## src/design/rofr_pkg.sv

```systemverilog
// ---------------------------------------------------------------------------
// rofr_pkg
// Shared constants, codes and types of the rectangle raster block.
// ---------------------------------------------------------------------------
package rofr_pkg;

	localparam int MAX_COLUMNS = 256;
	localparam int MAX_ROWS    = 256;
	localparam int COL_W       = (MAX_COLUMNS > 1) ? $clog2(MAX_COLUMNS) : 1;
	localparam int ROW_W       = (MAX_ROWS > 1) ? $clog2(MAX_ROWS) : 1;
	localparam int ADDR_W      = COL_W + ROW_W;
	localparam int MEM_DEPTH   = 1 << ADDR_W;

	localparam int FIELD_W  = 20;
	localparam int COORD_W  = 22;
	localparam int FRAC_W   = 8;
	localparam int CANVAS_W = 9;
	localparam int CHAR_W   = 8;
	localparam int PIX_W    = 8;
	localparam int CMP_W    = 16;

	localparam logic signed [COORD_W-1:0] ONE_Q = COORD_W'(1 << FRAC_W);

	localparam int APB_ADDR_W = 4;
	localparam int APB_DATA_W = 32;

	localparam logic [1:0] REG_CANVAS_W = 2'd0;
	localparam logic [1:0] REG_CANVAS_H = 2'd1;
	localparam logic [1:0] REG_BG_CHAR  = 2'd2;

	localparam logic [CANVAS_W-1:0] RST_CANVAS_W = CANVAS_W'(256);
	localparam logic [CANVAS_W-1:0] RST_CANVAS_H = CANVAS_W'(256);
	localparam logic [CHAR_W-1:0]   RST_BG_CHAR  = CHAR_W'(32);

	localparam logic [1:0] MODE_CLEAR = 2'd0;
	localparam logic [1:0] MODE_DRAW  = 2'd1;
	localparam logic [1:0] MODE_READ  = 2'd2;

	localparam logic [1:0] STAT_OK       = 2'd0;
	localparam logic [1:0] STAT_BAD_SIZE = 2'd1;
	localparam logic [1:0] STAT_OUTSIDE  = 2'd2;

	localparam logic [1:0] OP_NONE  = 2'd0;
	localparam logic [1:0] OP_CLEAR = 2'd1;
	localparam logic [1:0] OP_DRAW  = 2'd2;
	localparam logic [1:0] OP_READ  = 2'd3;

	localparam int QUEUE_DEPTH = 2;
	localparam int QPTR_W      = (QUEUE_DEPTH > 1) ? $clog2(QUEUE_DEPTH) : 1;
	localparam int QCNT_W      = $clog2(QUEUE_DEPTH + 1);

	typedef struct packed {
		logic [COL_W-1:0]  last_col;
		logic [ROW_W-1:0]  last_row;
		logic [CHAR_W-1:0] bg_char;
	} canvas_cfg_t;

	typedef struct packed {
		logic [1:0]                op;
		logic [1:0]                status;
		logic signed [COORD_W-1:0] x_lo;
		logic signed [COORD_W-1:0] x_hi;
		logic signed [COORD_W-1:0] x_lo_in;
		logic signed [COORD_W-1:0] x_hi_in;
		logic signed [COORD_W-1:0] y_lo;
		logic signed [COORD_W-1:0] y_hi;
		logic signed [COORD_W-1:0] y_lo_in;
		logic signed [COORD_W-1:0] y_hi_in;
		logic                      full;
		logic [CHAR_W-1:0]         paint;
		logic [COL_W-1:0]          rd_x;
		logic [ROW_W-1:0]          rd_y;
	} rofr_cmd_t;

	// last index in use; zero acts as one, oversize acts as the maximum
	function automatic logic [CMP_W-1:0] dim_last(input logic [CANVAS_W-1:0] v,
			input int maxv);
		logic [CMP_W-1:0] r;
		if (v == '0)
			r = '0;
		else if (32'(v) > 32'(maxv))
			r = CMP_W'(maxv - 1);
		else
			r = CMP_W'(32'(v) - 32'd1);
		return r;
	endfunction

endpackage

```

## src/design/rofr_queue.sv

```systemverilog
// ---------------------------------------------------------------------------
// rofr_queue
// Short command queue between the front and the back of the raster.
// ---------------------------------------------------------------------------
module rofr_queue import rofr_pkg::*; (
	input  logic      clk,
	input  logic      arst_n,
	input  logic      push,
	input  rofr_cmd_t push_cmd,
	input  logic      pop,
	output rofr_cmd_t head,
	output logic      full,
	output logic      empty
);

	rofr_cmd_t           entry_q [QUEUE_DEPTH];
	logic [QPTR_W-1:0]   wr_ptr_q;
	logic [QPTR_W-1:0]   rd_ptr_q;
	logic [QCNT_W-1:0]   count_q;

	assign head  = entry_q[rd_ptr_q];
	assign full  = (count_q == QCNT_W'(QUEUE_DEPTH));
	assign empty = (count_q == '0);

	always_ff @(posedge clk) begin
		if (push)
			entry_q[wr_ptr_q] <= push_cmd;
	end

	always_ff @(posedge clk or negedge arst_n) begin
		if (!arst_n) begin
			wr_ptr_q <= '0;
			rd_ptr_q <= '0;
			count_q  <= '0;
		end else begin
			if (push)
				wr_ptr_q <= (32'(wr_ptr_q) == QUEUE_DEPTH - 1) ? '0 : wr_ptr_q + 1'b1;
			if (pop)
				rd_ptr_q <= (32'(rd_ptr_q) == QUEUE_DEPTH - 1) ? '0 : rd_ptr_q + 1'b1;
			if (push && !pop)
				count_q <= count_q + 1'b1;
			else if (pop && !push)
				count_q <= count_q - 1'b1;
		end
	end

endmodule

```

## config.mk

```make
export PLATFORM = sky130hd
export DESIGN_NAME = rofr_queue
export DESIGN_NICKNAME = d
export VERILOG_FILES = /design/src/design/rofr_pkg.sv /design/src/design/rofr_queue.sv
export SDC_FILE = /design/constraint.sdc
export NUM_CORES = 1
export LEC_CHECK = 0
export BUFFER_PORTS_ARGS = -buffer_cell sky130_fd_sc_hd__buf_2
export CORE_MARGIN = 2
export CORE_UTILIZATION = 25
export CTS_BUF_LIST = sky130_fd_sc_hd__clkbuf_8
export DETAILED_ROUTE_END_ITERATION = 16
export GPL_TIMING_DRIVEN = 1
export PLACE_DENSITY_LB_ADDON = 0.08
export REMOVE_ABC_BUFFERS = 1
export SYNTH_ARGS = -nofsm -noshare
export SYNTH_HDL_FRONTEND = slang
export SYNTH_SLANG_ARGS = --single-unit
```

## constraint.sdc

```tcl
create_clock -name clk -period 23.8 [get_ports clk]
set_input_delay 1.19 -clock clk [delete_from_list [all_inputs] [get_ports clk]]
set_output_delay 1.19 -clock clk [all_outputs]
set_load 0.02 [all_outputs]
```

* After elaboration in Yosys (flattened, before gate mapping) *
Memory sizes are Yosys's and may differ from the RTL's.
Index checks and enable logic that the tools add are counted.

word-level totals
  input port bits = 209
  output and inout port bits = 207
  memories kept = 1
  logic and storage cells = 21
  register bits = 4
  bits in writable memories = 410

memory list
  memory   words  bits a word  rd ports  clocked after Yosys merged registers in  wr ports  RTL line          RTL
  entry_q  2      205          1         0                                        1         rofr_queue.sv:16  rofr_cmd_t entry_q [QUEUE_DEPTH];

operators by class
  $add $sub $neg = 4
  eq/ne operators = 1
  reduce and logical (&&, ||, !) cells = 6
  muxes and demuxes = 6

operators by type and width
  cell                                               count
  two-way mux 1 bit                                  4
  two-way mux 2 bit                                  2
  adder 1 bit (second input constant)                2
  adder 2 x 1 -> 2 bit (second input constant)       1
  == test 2 bit (second input constant)              1
  logical AND 1 bit                                  2
  logical NOT 1 bit                                  2
  logical NOT 2 bit                                  1
  nonzero test 2 bit                                 1
  subtractor 2 x 1 -> 2 bit (second input constant)  1

* Logic depth before layout (Yosys ltp) *
  depth in word-level cells = 4
  depth in mapped cells = 5
  mapped depth without buffers = 5

* Least setup slack after synthesis *
No wires, ideal clock.

  path kind = input -> register
  from = input push
  to = memory entry_q[0][0] (netlist name) (enable)
  arrival = 10,027 ps
  stages = 1
  buffers on the path = 0
  setup slack = 12,975 ps
  required time = 23,002 ps
  library setup time = 798 ps
  cells stage by stage = nor2b_1

on the way
  longest elaborated chain between the ends = 2

ends and longest elaborated chain
  element                                  RTL line          RTL
  start, declared                          rofr_queue.sv:8   input logic push,
  two-way mux 1 bit                        rofr_queue.sv:26  if (push)
  two-way mux 1 bit (not written as such)  rofr_queue.sv:27  entry_q[wr_ptr_q] <= push_cmd;
  end, declared                            rofr_queue.sv:16

Every way passes these cells.

==> results.toml <==
[timing]
fmax_ghz = 0.202
fin_worst_skew_ns = 0.0156
finalSetupTns_ns = 0
fin_crit_sh_pct = 20.8
rsz0062_at_grt = "no"
tightest_slew_ns = 1.07
setup_viol_count_final = 0
final.setup.worst_slack_ns = 18.85
hold_violations = 0
slew_viol_final = 0
period_needed_ns = 4.95
timing.max_slew.rel_slack_pct = 28.4

[synthesis]
synthMuxAreaShare_pct = 18.2
ys_top_cells_by_count = "edfxtp_1, mux2_4, mux2_2"
synthCells = 654
synth_xor_area_share_pct = 0.282
yosys_warnings = 0
synth-adder-area-share_pct = 0.0804
synth_compound_area_share_pct = 0
synth_top_cell_area_share_pct = 79.2
synth.most_common_cell = "edfxtp_1"
synth_top_family_by_area = "multiplexers"
synth-seq-cells = 414
yosys.area_share.simple_pct = 0.169
syn_area_per_cell_um2 = 23.8
ys_seq_area_share_pct = 79.8
synth.area.top_cells = "edfxtp_1, mux2_4, mux2_2"
synth_ff_type = "edfxtp_1"
ys_async_sr_fraction_pct = 0.966
synth_area_leader_cell = "edfxtp_1"
synth_edf_count = 410
yosysUniqueCellTypes = 13
syn_area_um2 = 15600

[floorplan]
placementRows = 91
die_h_um = 253
dieArea_um2 = 64200
core_area_um2 = 61600
start_util_pct = 25.3
die_x_um = 253
pin_count = 416

[job]
maxCapViolCount = 0

[critical_path]
endpoint_kind = "output port"
path_class = "reg -> out"
start_kind = "register"
required_ns = 22.61
cp_max_fo = 131
worstPathArrival_ns = 3.76

[cells_and_area]
layout.cells.non_filler = 2032
drive_gt1_share_pct = 61.4
multi_input_area_um2 = 2930
n_fill_cell = 6092
syn_to_final_growth_pct = 28.3
final_nets = 1348
area.sequential_um2 = 12400

[drt]
avgViaCountPerCell = 3.85
first_pass_iters = 4
dr.first_iter.drc_count = 287
ant_nets = 0
vias = 7833
routed_wl_mm = 38.5
drc = 0
detail_route.wl_per_cell_um = 18.9

[hold_path]
hp-class = "in -> async"

[clock_tree]
hold_buffers = 0
clk_pin_slew_ns = 0.06
cts_max_path_buffers = 3
tritoncts = "done"
cts_root_buf = "clkbuf_8"
cts.repair.resized = 0
cts_made_buffers = 80
htreeDepth = 3
clock_sinks = 414
post_cts_buffers = 0
insertion_delay_ns = 0.65

[global_routing]
grt_max_degree = 132
grt.overflow.total = 0
antenna_found_initial = 8
grt_pass1_wl_mm = 55.2
grt_pass1_vias = 8554
grt_use_total_pct = 11.8

[place]
io_buffers = 415
hpwl_mm = 25.3
pre_cts_ws_ns = 19.35
gp_congestion = 0.706
placedCellCount = 1893

[power_and_ir_drop]
ir_worst_vdd_uv = 105
p_total_mw = 2.47
p_per_area_nw_per_um2 = 124
leakage_nw = 7.83

[outcome]
run_status = "complete, no violations"
[registers in the layout, indices dropped and copies added (netlist names)]
name	flops
entry_q	410
wr_ptr_q	1
count_q	2
rd_ptr_q	1
[critical path: stages, from the launching register on]
cell and delay, ns:
dfrtp_4 0.41, buf_12 0.70, buf_4 0.75, buf_4 0.62
mux2_2 0.41, buf_2 0.16
[stage by stage]
stage	cell area (µm²)	hold WS, ns	util (%)
after floorplan	15300	0.453	-
after global placement	18600	0.489	30.1
after detailed placement	18600	0.494	30.1
after CTS	19900	0.275	32.4
after global routing	20000	0.292	32.4
final	20000	0.357	32.4
[kinds of logic (layout without fill, tap and decap cells)]
logic type | after synthesis | in the layout
adder cells (fa/ha/maj) | 1 | 1
AND/OR/NAND/NOR | 5 | 5
buffers and inverters | 24 | 563
flip-flops | 414 | 414
multiplexers | 205 | 205
other | 0 | 2
XOR/XNOR | 5 | 5
[power by group]
part	internal (mW)	switching (mW)	total, mW
registers	0.970	0.0319	1.00
clock network	0.315	0.300	0.615
logic	0.347	0.506	0.853
total	1.63	0.838	2.47
[area by class of cell]
cell class / instances / area share [%]
Clock inverter: 57 / 1.45
Antenna cell: 2 / 0.0251
Timing Repair Buffer: 425 / 10.8
Inverter: 1 / 0.0188
Clock buffer: 80 / 5.52
Multi-Input combinational cell: 216 / 14.7
Tap cell: 837 / 5.25
Sequential cell: 414 / 62.2
[final timing paths]
check | end | start | slack [ns] | depth (start not counted)
setup / recovery | head[203] | rd_ptr_q$_DFFE_PN0P_ | 18.85 | 5
max in group asynchronous | rd_ptr_q$_DFFE_PN0P_ | arst_n | 23.29 | 1
hold reg to reg | count_q[1]$_DFFE_PN0P_ | count_q[1]$_DFFE_PN0P_ | 0.51 | 1
min in group clk | count_q[1]$_DFFE_PN0P_ | count_q[1]$_DFFE_PN0P_ | 0.51 | 1
setup reg to reg | entry_q[1][86]$_DFFE_PP_ | wr_ptr_q$_DFFE_PN0P_ | 20.90 | 3
hold / removal | wr_ptr_q$_DFFE_PN0P_ | arst_n | 0.36 | 1
[routing by layer]
metal  GRT usage [%]  share of wire [%]  up-vias
met5               0               0.21        -
met4            5.22                2.9       12
met3            4.84                8.2       90
met2            19.7                 50      261
met1            13.1                 38     3873
li1                -                  -     3597
[cells in the final DEF (no fill, tap or decap), drive strengths merged]
cell      synthesis  final
dfrtp             4      4
clkinvlp          0      4
mux2            205    205
clkbuf            0     80
ha                1      1
inv               1     25
nor2              2      2
xnor2             1      1
edfxtp          410    410
diode             0      2
xor2              4      4
buf              23    425
nor2b             2      2
clkinv            0     29
and2              1      1
Power figures use the tool's default switching activity.
