## src/design/rofr_pkg.sv

```systemverilog
// ---------------------------------------------------------------------------
// rofr_pkg
// Shared constants, codes and types of the rectangle raster block.
// ---------------------------------------------------------------------------
package rofr_pkg;

	localparam int MAX_COLUMNS = 256;
	localparam int MAX_ROWS    = 256;
	localparam int COL_W       = (MAX_COLUMNS > 1) ? $clog2(MAX_COLUMNS) : 1;
	localparam int ROW_W       = (MAX_ROWS > 1) ? $clog2(MAX_ROWS) : 1;
	localparam int ADDR_W      = COL_W + ROW_W;
	localparam int MEM_DEPTH   = 1 << ADDR_W;

	localparam int FIELD_W  = 20;
	localparam int COORD_W  = 22;
	localparam int FRAC_W   = 8;
	localparam int CANVAS_W = 9;
	localparam int CHAR_W   = 8;
	localparam int PIX_W    = 8;
	localparam int CMP_W    = 16;

	localparam logic signed [COORD_W-1:0] ONE_Q = COORD_W'(1 << FRAC_W);

	localparam int APB_ADDR_W = 4;
	localparam int APB_DATA_W = 32;

	localparam logic [1:0] REG_CANVAS_W = 2'd0;
	localparam logic [1:0] REG_CANVAS_H = 2'd1;
	localparam logic [1:0] REG_BG_CHAR  = 2'd2;

	localparam logic [CANVAS_W-1:0] RST_CANVAS_W = CANVAS_W'(256);
	localparam logic [CANVAS_W-1:0] RST_CANVAS_H = CANVAS_W'(256);
	localparam logic [CHAR_W-1:0]   RST_BG_CHAR  = CHAR_W'(32);

	localparam logic [1:0] MODE_CLEAR = 2'd0;
	localparam logic [1:0] MODE_DRAW  = 2'd1;
	localparam logic [1:0] MODE_READ  = 2'd2;

	localparam logic [1:0] STAT_OK       = 2'd0;
	localparam logic [1:0] STAT_BAD_SIZE = 2'd1;
	localparam logic [1:0] STAT_OUTSIDE  = 2'd2;

	localparam logic [1:0] OP_NONE  = 2'd0;
	localparam logic [1:0] OP_CLEAR = 2'd1;
	localparam logic [1:0] OP_DRAW  = 2'd2;
	localparam logic [1:0] OP_READ  = 2'd3;

	localparam int QUEUE_DEPTH = 2;
	localparam int QPTR_W      = (QUEUE_DEPTH > 1) ? $clog2(QUEUE_DEPTH) : 1;
	localparam int QCNT_W      = $clog2(QUEUE_DEPTH + 1);

	typedef struct packed {
		logic [COL_W-1:0]  last_col;
		logic [ROW_W-1:0]  last_row;
		logic [CHAR_W-1:0] bg_char;
	} canvas_cfg_t;

	typedef struct packed {
		logic [1:0]                op;
		logic [1:0]                status;
		logic signed [COORD_W-1:0] x_lo;
		logic signed [COORD_W-1:0] x_hi;
		logic signed [COORD_W-1:0] x_lo_in;
		logic signed [COORD_W-1:0] x_hi_in;
		logic signed [COORD_W-1:0] y_lo;
		logic signed [COORD_W-1:0] y_hi;
		logic signed [COORD_W-1:0] y_lo_in;
		logic signed [COORD_W-1:0] y_hi_in;
		logic                      full;
		logic [CHAR_W-1:0]         paint;
		logic [COL_W-1:0]          rd_x;
		logic [ROW_W-1:0]          rd_y;
	} rofr_cmd_t;

	// last index in use; zero acts as one, oversize acts as the maximum
	function automatic logic [CMP_W-1:0] dim_last(input logic [CANVAS_W-1:0] v,
			input int maxv);
		logic [CMP_W-1:0] r;
		if (v == '0)
			r = '0;
		else if (32'(v) > 32'(maxv))
			r = CMP_W'(maxv - 1);
		else
			r = CMP_W'(32'(v) - 32'd1);
		return r;
	endfunction

endpackage

```

## src/design/rofr_front.sv

```systemverilog
// ---------------------------------------------------------------------------
// rofr_front
// Register file and command intake: classifies each item and builds the
// edge and inset bounds the back end compares against.
// ---------------------------------------------------------------------------
module rofr_front import rofr_pkg::*; (
	input  logic                      clk,
	input  logic                      arst_n,
	input  logic                      psel,
	input  logic                      penable,
	input  logic                      pwrite,
	input  logic [APB_ADDR_W-1:0]     paddr,
	input  logic [APB_DATA_W-1:0]     pwdata,
	output logic [APB_DATA_W-1:0]     prdata,
	output logic                      pready,
	input  logic                      start,
	output logic                      busy,
	input  logic [1:0]                mode,
	input  logic signed [FIELD_W-1:0] rect_left,
	input  logic signed [FIELD_W-1:0] rect_top,
	input  logic signed [FIELD_W-1:0] rect_width,
	input  logic signed [FIELD_W-1:0] rect_height,
	input  logic                      filled,
	input  logic [CHAR_W-1:0]         paint_char,
	input  logic [PIX_W-1:0]          pixel_x,
	input  logic [PIX_W-1:0]          pixel_y,
	input  logic                      q_full,
	output logic                      push,
	output rofr_cmd_t                 push_cmd,
	output canvas_cfg_t               cfg
);

	logic [CANVAS_W-1:0] canvas_w_q;
	logic [CANVAS_W-1:0] canvas_h_q;
	logic [CHAR_W-1:0]   bg_char_q;
	logic [1:0]          reg_idx;
	logic                reg_wr;
	logic [CMP_W-1:0]    last_col_w;
	logic [CMP_W-1:0]    last_row_w;
	logic signed [COORD_W-1:0] sl, st, sw, sh;
	logic                bad_size;
	logic                outside;

	assign pready  = 1'b1;
	assign reg_idx = paddr[3:2];
	assign reg_wr  = psel && penable && pwrite && pready;
	assign busy    = q_full;
	assign push    = start && !q_full;

	always_ff @(posedge clk or negedge arst_n) begin
		if (!arst_n) begin
			canvas_w_q <= RST_CANVAS_W;
			canvas_h_q <= RST_CANVAS_H;
			bg_char_q  <= RST_BG_CHAR;
		end else if (reg_wr) begin
			unique case (reg_idx)
				REG_CANVAS_W: canvas_w_q <= pwdata[CANVAS_W-1:0];
				REG_CANVAS_H: canvas_h_q <= pwdata[CANVAS_W-1:0];
				REG_BG_CHAR:  bg_char_q  <= pwdata[CHAR_W-1:0];
				default: ;
			endcase
		end
	end

	always_comb begin
		unique case (reg_idx)
			REG_CANVAS_W: prdata = APB_DATA_W'(canvas_w_q);
			REG_CANVAS_H: prdata = APB_DATA_W'(canvas_h_q);
			REG_BG_CHAR:  prdata = APB_DATA_W'(bg_char_q);
			default:      prdata = '0;
		endcase
	end

	assign last_col_w   = dim_last(canvas_w_q, MAX_COLUMNS);
	assign last_row_w   = dim_last(canvas_h_q, MAX_ROWS);
	assign cfg.last_col = last_col_w[COL_W-1:0];
	assign cfg.last_row = last_row_w[ROW_W-1:0];
	assign cfg.bg_char  = bg_char_q;

	assign sl = COORD_W'(rect_left);
	assign st = COORD_W'(rect_top);
	assign sw = COORD_W'(rect_width);
	assign sh = COORD_W'(rect_height);

	assign bad_size = rect_width[FIELD_W-1] || (rect_width == '0) ||
		rect_height[FIELD_W-1] || (rect_height == '0);
	assign outside = (CMP_W'(pixel_x) > last_col_w) || (CMP_W'(pixel_y) > last_row_w);

	always_comb begin
		push_cmd.x_lo    = sl;
		push_cmd.x_hi    = sl + sw;
		push_cmd.x_lo_in = sl + ONE_Q;
		push_cmd.x_hi_in = sl + sw - ONE_Q;
		push_cmd.y_lo    = st;
		push_cmd.y_hi    = st + sh;
		push_cmd.y_lo_in = st + ONE_Q;
		push_cmd.y_hi_in = st + sh - ONE_Q;
		push_cmd.full    = filled;
		push_cmd.paint   = paint_char;
		push_cmd.rd_x    = COL_W'(pixel_x);
		push_cmd.rd_y    = ROW_W'(pixel_y);
		push_cmd.op      = OP_NONE;
		push_cmd.status  = STAT_OK;
		unique case (mode)
			MODE_CLEAR: push_cmd.op = OP_CLEAR;
			MODE_DRAW: begin
				if (bad_size)
					push_cmd.status = STAT_BAD_SIZE;
				else
					push_cmd.op = OP_DRAW;
			end
			MODE_READ: begin
				if (outside)
					push_cmd.status = STAT_OUTSIDE;
				else
					push_cmd.op = OP_READ;
			end
			default: ;
		endcase
	end

endmodule

```

## config.mk

```make
export PLATFORM = sky130hd
export DESIGN_NAME = rofr_front
export DESIGN_NICKNAME = d
export VERILOG_FILES = /design/src/design/rofr_pkg.sv /design/src/design/rofr_front.sv
export SDC_FILE = /design/constraint.sdc
export NUM_CORES = 1
export LEC_CHECK = 0
export BUFFER_PORTS_ARGS = -buffer_cell sky130_fd_sc_hd__buf_2
export CORE_AREA = 2 2 161 163
export DETAILED_ROUTE_END_ITERATION = 8
export DIE_AREA = 0 0 163 165
export PLACE_DENSITY_LB_ADDON = 0.05
export SLEW_MARGIN = 5
export SYNTH_ARGS = -nofsm -noshare
export SYNTH_HDL_FRONTEND = slang
export SYNTH_SLANG_ARGS = --single-unit
```

## constraint.sdc

```tcl
create_clock -name clk -period 5.4 [get_ports clk]
set_clock_uncertainty 0.15 [all_clocks]
set_input_delay 1.08 -clock clk [delete_from_list [all_inputs] [get_ports clk]]
set_output_delay 1.08 -clock clk [all_outputs]
set_load 0.05 [all_outputs]
```

After elaboration in Yosys (flattened, before gate mapping)

Cells that the tools add are included.
W data, S select, Z words.

Flip-flop bits (word level): 26
Bits of input ports: 150
Output and inout port bits: 264
Word-level logic and storage cells: 47

$add $sub $neg: 8
Magnitude comparators: 4
Eq/ne operators: 4
Mux-type cells: 11
Reduce and logical (&&, ||, !) cells: 17

Operator list:

| kind                     | number |
|---|---|
| $mux W16                 | 4 |
| $sub A21 B10 Y22 const B | 2 |
| $add A20 B10 Y21 const B | 2 |
| $add A20 B20 Y21         | 2 |
| $logic_not A20 Y1        | 2 |
| $gt A8 B16 Y1            | 2 |
| $pmux W9 S3              | 1 |
| $sub A9 B1 Y10 const B   | 2 |
| $gt A9 B9 Y1 const B     | 2 |
| $logic_not A9 Y1         | 2 |
| $mux W2                  | 3 |
| $pmux W2 S3              | 1 |
| $reduce_and A2 Y1        | 3 |
| $eq A2 B1 Y1 const B     | 2 |
| $eq A2 B2 Y1 const B     | 2 |
| $logic_not A2 Y1         | 2 |
| $logic_or A1 B1 Y1       | 4 |
| $pmux W2 S2              | 1 |
| $logic_and A1 B1 Y1      | 3 |
| $logic_not A1 Y1         | 1 |
| $mux W1                  | 1 |

Longest topological paths before layout

Word-level depth: 7
Gate-level depth with buffers: 17
Mapped depth without buffers: 16

Worst setup path before layout

Ideal clock, no wire load.

Kind: input to output
Start: in rect_top[0]
End: out push_cmd[42] (netlist name)
Data arrival time: 5.352 ns
Data required time: 4.170 ns
Path slack: -1.182 ns
Stages on the path: 11
Path buffers: 0
Path through: ha_1 -> fa_1 -> a21oi_1 -> o21ai_0 -> a21oi_1 -> mux2_2 -> a211oi_1 -> or3_1 -> or2_1 -> nor2_1 -> xnor2_1

RTL lines:

| what            | RTL line         | text |
|---|---|---|
| start, declared | rofr_front.sv:20 | `input logic signed [FIELD_W-1:0] rect_top,` |
| end, declared   | rofr_front.sv:29 | `output rofr_cmd_t push_cmd,` |

==> flow_summary_export.csv <==
group,metric,value,unit
power_and_ir_drop,power.leakage,4.31,nW
setup_path,startpoint_type,"input pin",
sta,drv_slew,0,
setup_path,crit_type,"in2out",
synth,synth_area_leaders,"buf_4 16%, ha_1 14%, dfrtp_1 9.3%",
sta,finalHoldViolations,0,
synth,ys_types,73,
synth,synth_flop_cell,"dfrtp_1",
power_and_ir_drop,p_total,2.82,mW
synth,async_reset_ff_share,100,%
power_and_ir_drop,power.internal,1.05,mW
sta,whs,0.383,ns
synth,yosysWarnings,0,
routing,ant_nets,0,
clock_tree,tritoncts,"done",
setup_path,crit_arrival,4.01,ns
power_and_ir_drop,clkPwrFrac,7.7,%
clock_tree,clock_path_buffers,2,
routing,first_pass_iters,4,
synth,synth-edff-count,0,
clock_tree,cts_buffers,3,
global_routing,grtUsageTotal,15.9,%
synth,synth_seq_cells,26,
place,dpl-instance-area,0.00815,mm2
global_routing,grt_pass1_vias,6074,
finish,fin_cells,1428,
global_routing,grt_max_degree,27,
clock_tree,clkLatencyLatePin,0.26,ns
floorplanning,start_util,24.7,%
clock_tree,clk_pin_slew,0.07,ns
routing,drt_iter0_markers,191,
synth,netlist.area_leader.share,15.8,%
setup_path,cp.required,4.17,ns
sta,clock.fmax,191,MHz
sta,fin_crit,5.24,ns
power_and_ir_drop,power_frac_seq,11.0,%
power_and_ir_drop,power_density,335,mW/mm2
setup_path,crit_family,"simple AND/OR/NAND/NOR gates",
global_routing,antenna_found_initial,1,
place,io_buffers,346,
synth,avgSynthCellArea,7.69,um2
synth,syn_inst,803,
setup_path,slowest_delay,0.38,ns
synth,syn-cell-area,0.00618,mm2
finish,syn2layout_area_growth,36.2,%
sta,rsz0062_at_grt,"false",
power_and_ir_drop,combPwrFrac,81.3,%
finish,final_nets,1318,
floorplanning,core_area,0.0250,mm2
clock_tree,htree_levels,1,
floorplanning,die_h,165,um
sta,fin_crit_sh,97.1,%
global_routing,grt_pass1_wl,34.0,mm
floorplanning,die_area,0.0269,mm2
sta,setup_tns,0,ns
synth,synth_top_area_cell,"buf_4",
clock_tree,clockRootBuffer,"clkbuf_16",
power_and_ir_drop,ir_drop,0.000205,V
sta,setup_violations,0,
setup_path,crit_buf_inv,3,
place,hpwl,20.2,mm
finish,drive_gt1_share,46.7,%
setup_path,path_max_fanout,4,
synth,ys_seq_area_share,10.6,%
routing,post-route-drc-count,0,
synth,yosys-top-cells-count,"130 x buf_4, 68 x ha_1, 66 x nand2_1",
place,gp_congestion,0.825,
run_status,status,"finished clean",
finish,n_fill_cell,2759,
power_and_ir_drop,switching_share,62.8,%
sta,tightest_slew,0.730,ns
routing,routedWlPerCell,15.8,um
finish,ff_latch_area,654,um2
floorplanning,die-width,163,um
floorplanning,row_count,58,
synth,synth.most_common_cell,"buf_4",
finish,multiInputGateArea,0.00474,mm2
run,maxCapViolCount,0,
min_path,min_path_type,"reg2reg",
floorplanning,ios,414,
sta,max_slew_margin,51.2,%
clock_tree,clock-sinks,26,
finish,postLayoutCellArea,0.00841,mm2
setup_path,worst_setup_path_end_kind,"output port",
place,dpl.cell_count,1420,
routing,drt-vias-per-instance,4.45,
global_routing,gr-total-overflow,0,
power_and_ir_drop,switchingPower,1.77,mW
routing,vias,6351,
setup_path,crit_slowest_cell,"fa_2",
setup_path,path_cells,"buf_2, ha_2, fa_2, a21oi_2, o21ai_2, a21oi_2, o21ai_2, xor2_4, or3_1, or2_4, nor2_1, buf_4, xor2_4, clkbuf_4",
routing,routed_wl,22.5,mm
[final cells by class]
type	count	area share (%)
multi-input cells	599	56.3
well taps	330	4.91
diodes	1	0.0298
flip-flops and latches	26	7.78
repair buffers	414	27.3
clock buffers	3	0.893
inverters	54	2.45
clock inverters	1	0.357
[state kept, by name, indices dropped and copies added, names as in the netlist]
register,cells
canvas_h_q,9
bg_char_q,8
canvas_w_q,9
[kinds of logic after synthesis]
kind of cell,synth area share [%]
flip-flops,10.6
buffers and inverters,20.7
AO/OA/AOI/OAI,17.4
adder cells (fa/ha/maj),14.4
other,0.122
multiplexers,6.00
XOR/XNOR,11.5
AND/OR/NAND/NOR,19.3
[timing repair]
item,in CTS,in global routing
resized for setup,1,39
pin swaps,1,11
hold buffers,0,0
setup endpoints to repair,1,13
setup buffers,0,3
[per-stage QoR]
| step | setup WS (ns) | utilization (%) |
|---|---|---|
| final | 0.158 | 33.6 |
| after CTS | 0.0219 | 33.0 |
| after global routing | 0.00387 | 33.6 |
| after detailed placement | -0.00844 | 32.6 |
| after floorplan | -0.0573 | - |
| after global placement | -0.00972 | 32.6 |
[path summary, 6_finish.rpt]
kind	to	depth (start not counted)	from	slack [ns]
worst max-delay path	push_cmd[44]	14	rect_top[0]	0.16
worst min-delay path	bg_char_q[6]	1	bg_char_q[6]	0.38
worst max register to register	canvas_w_q[8]	2	canvas_w_q[8]	4.25
worst min register to register	bg_char_q[6]	1	bg_char_q[6]	0.38
max in group asynchronous	canvas_h_q[4]	1	arst_n	4.03
min in group asynchronous	bg_char_q[1]	1	arst_n	0.67
[power groups by stage]
stage                     Combinational, mW  Clock (mW)  Sequential [mW]
after floorplan                        1.77           0            0.337
after global placement                 2.29           0            0.317
after detailed placement               2.28           0            0.317
after CTS                              2.29       0.221            0.313
after global routing                   2.45       0.229            0.322
final                                  2.29       0.216            0.310
[per-layer routing]
layer  global-route usage (%)  vias up  routed length [um]
met5                        0        -                   0
met4                    0.845        0                  42
met3                     1.23        8                1070
met2                     30.4      206               11800
met1                     20.3     2895                9640
li1                         -     3242                   -
[cells in the final DEF, fill, tap and decap left out, types with 24 or more instances in the layout]
master / count
inv_1: 52
mux2_2: 24
buf_4: 71
xor2_1: 24
nor2_1: 40
o21ai_0: 36
nand2_1: 66
xnor2_1: 35
ha_1: 61
conb_1: 24
a21oi_1: 42
buf_2: 337
(Power assumes the default switching activity.)
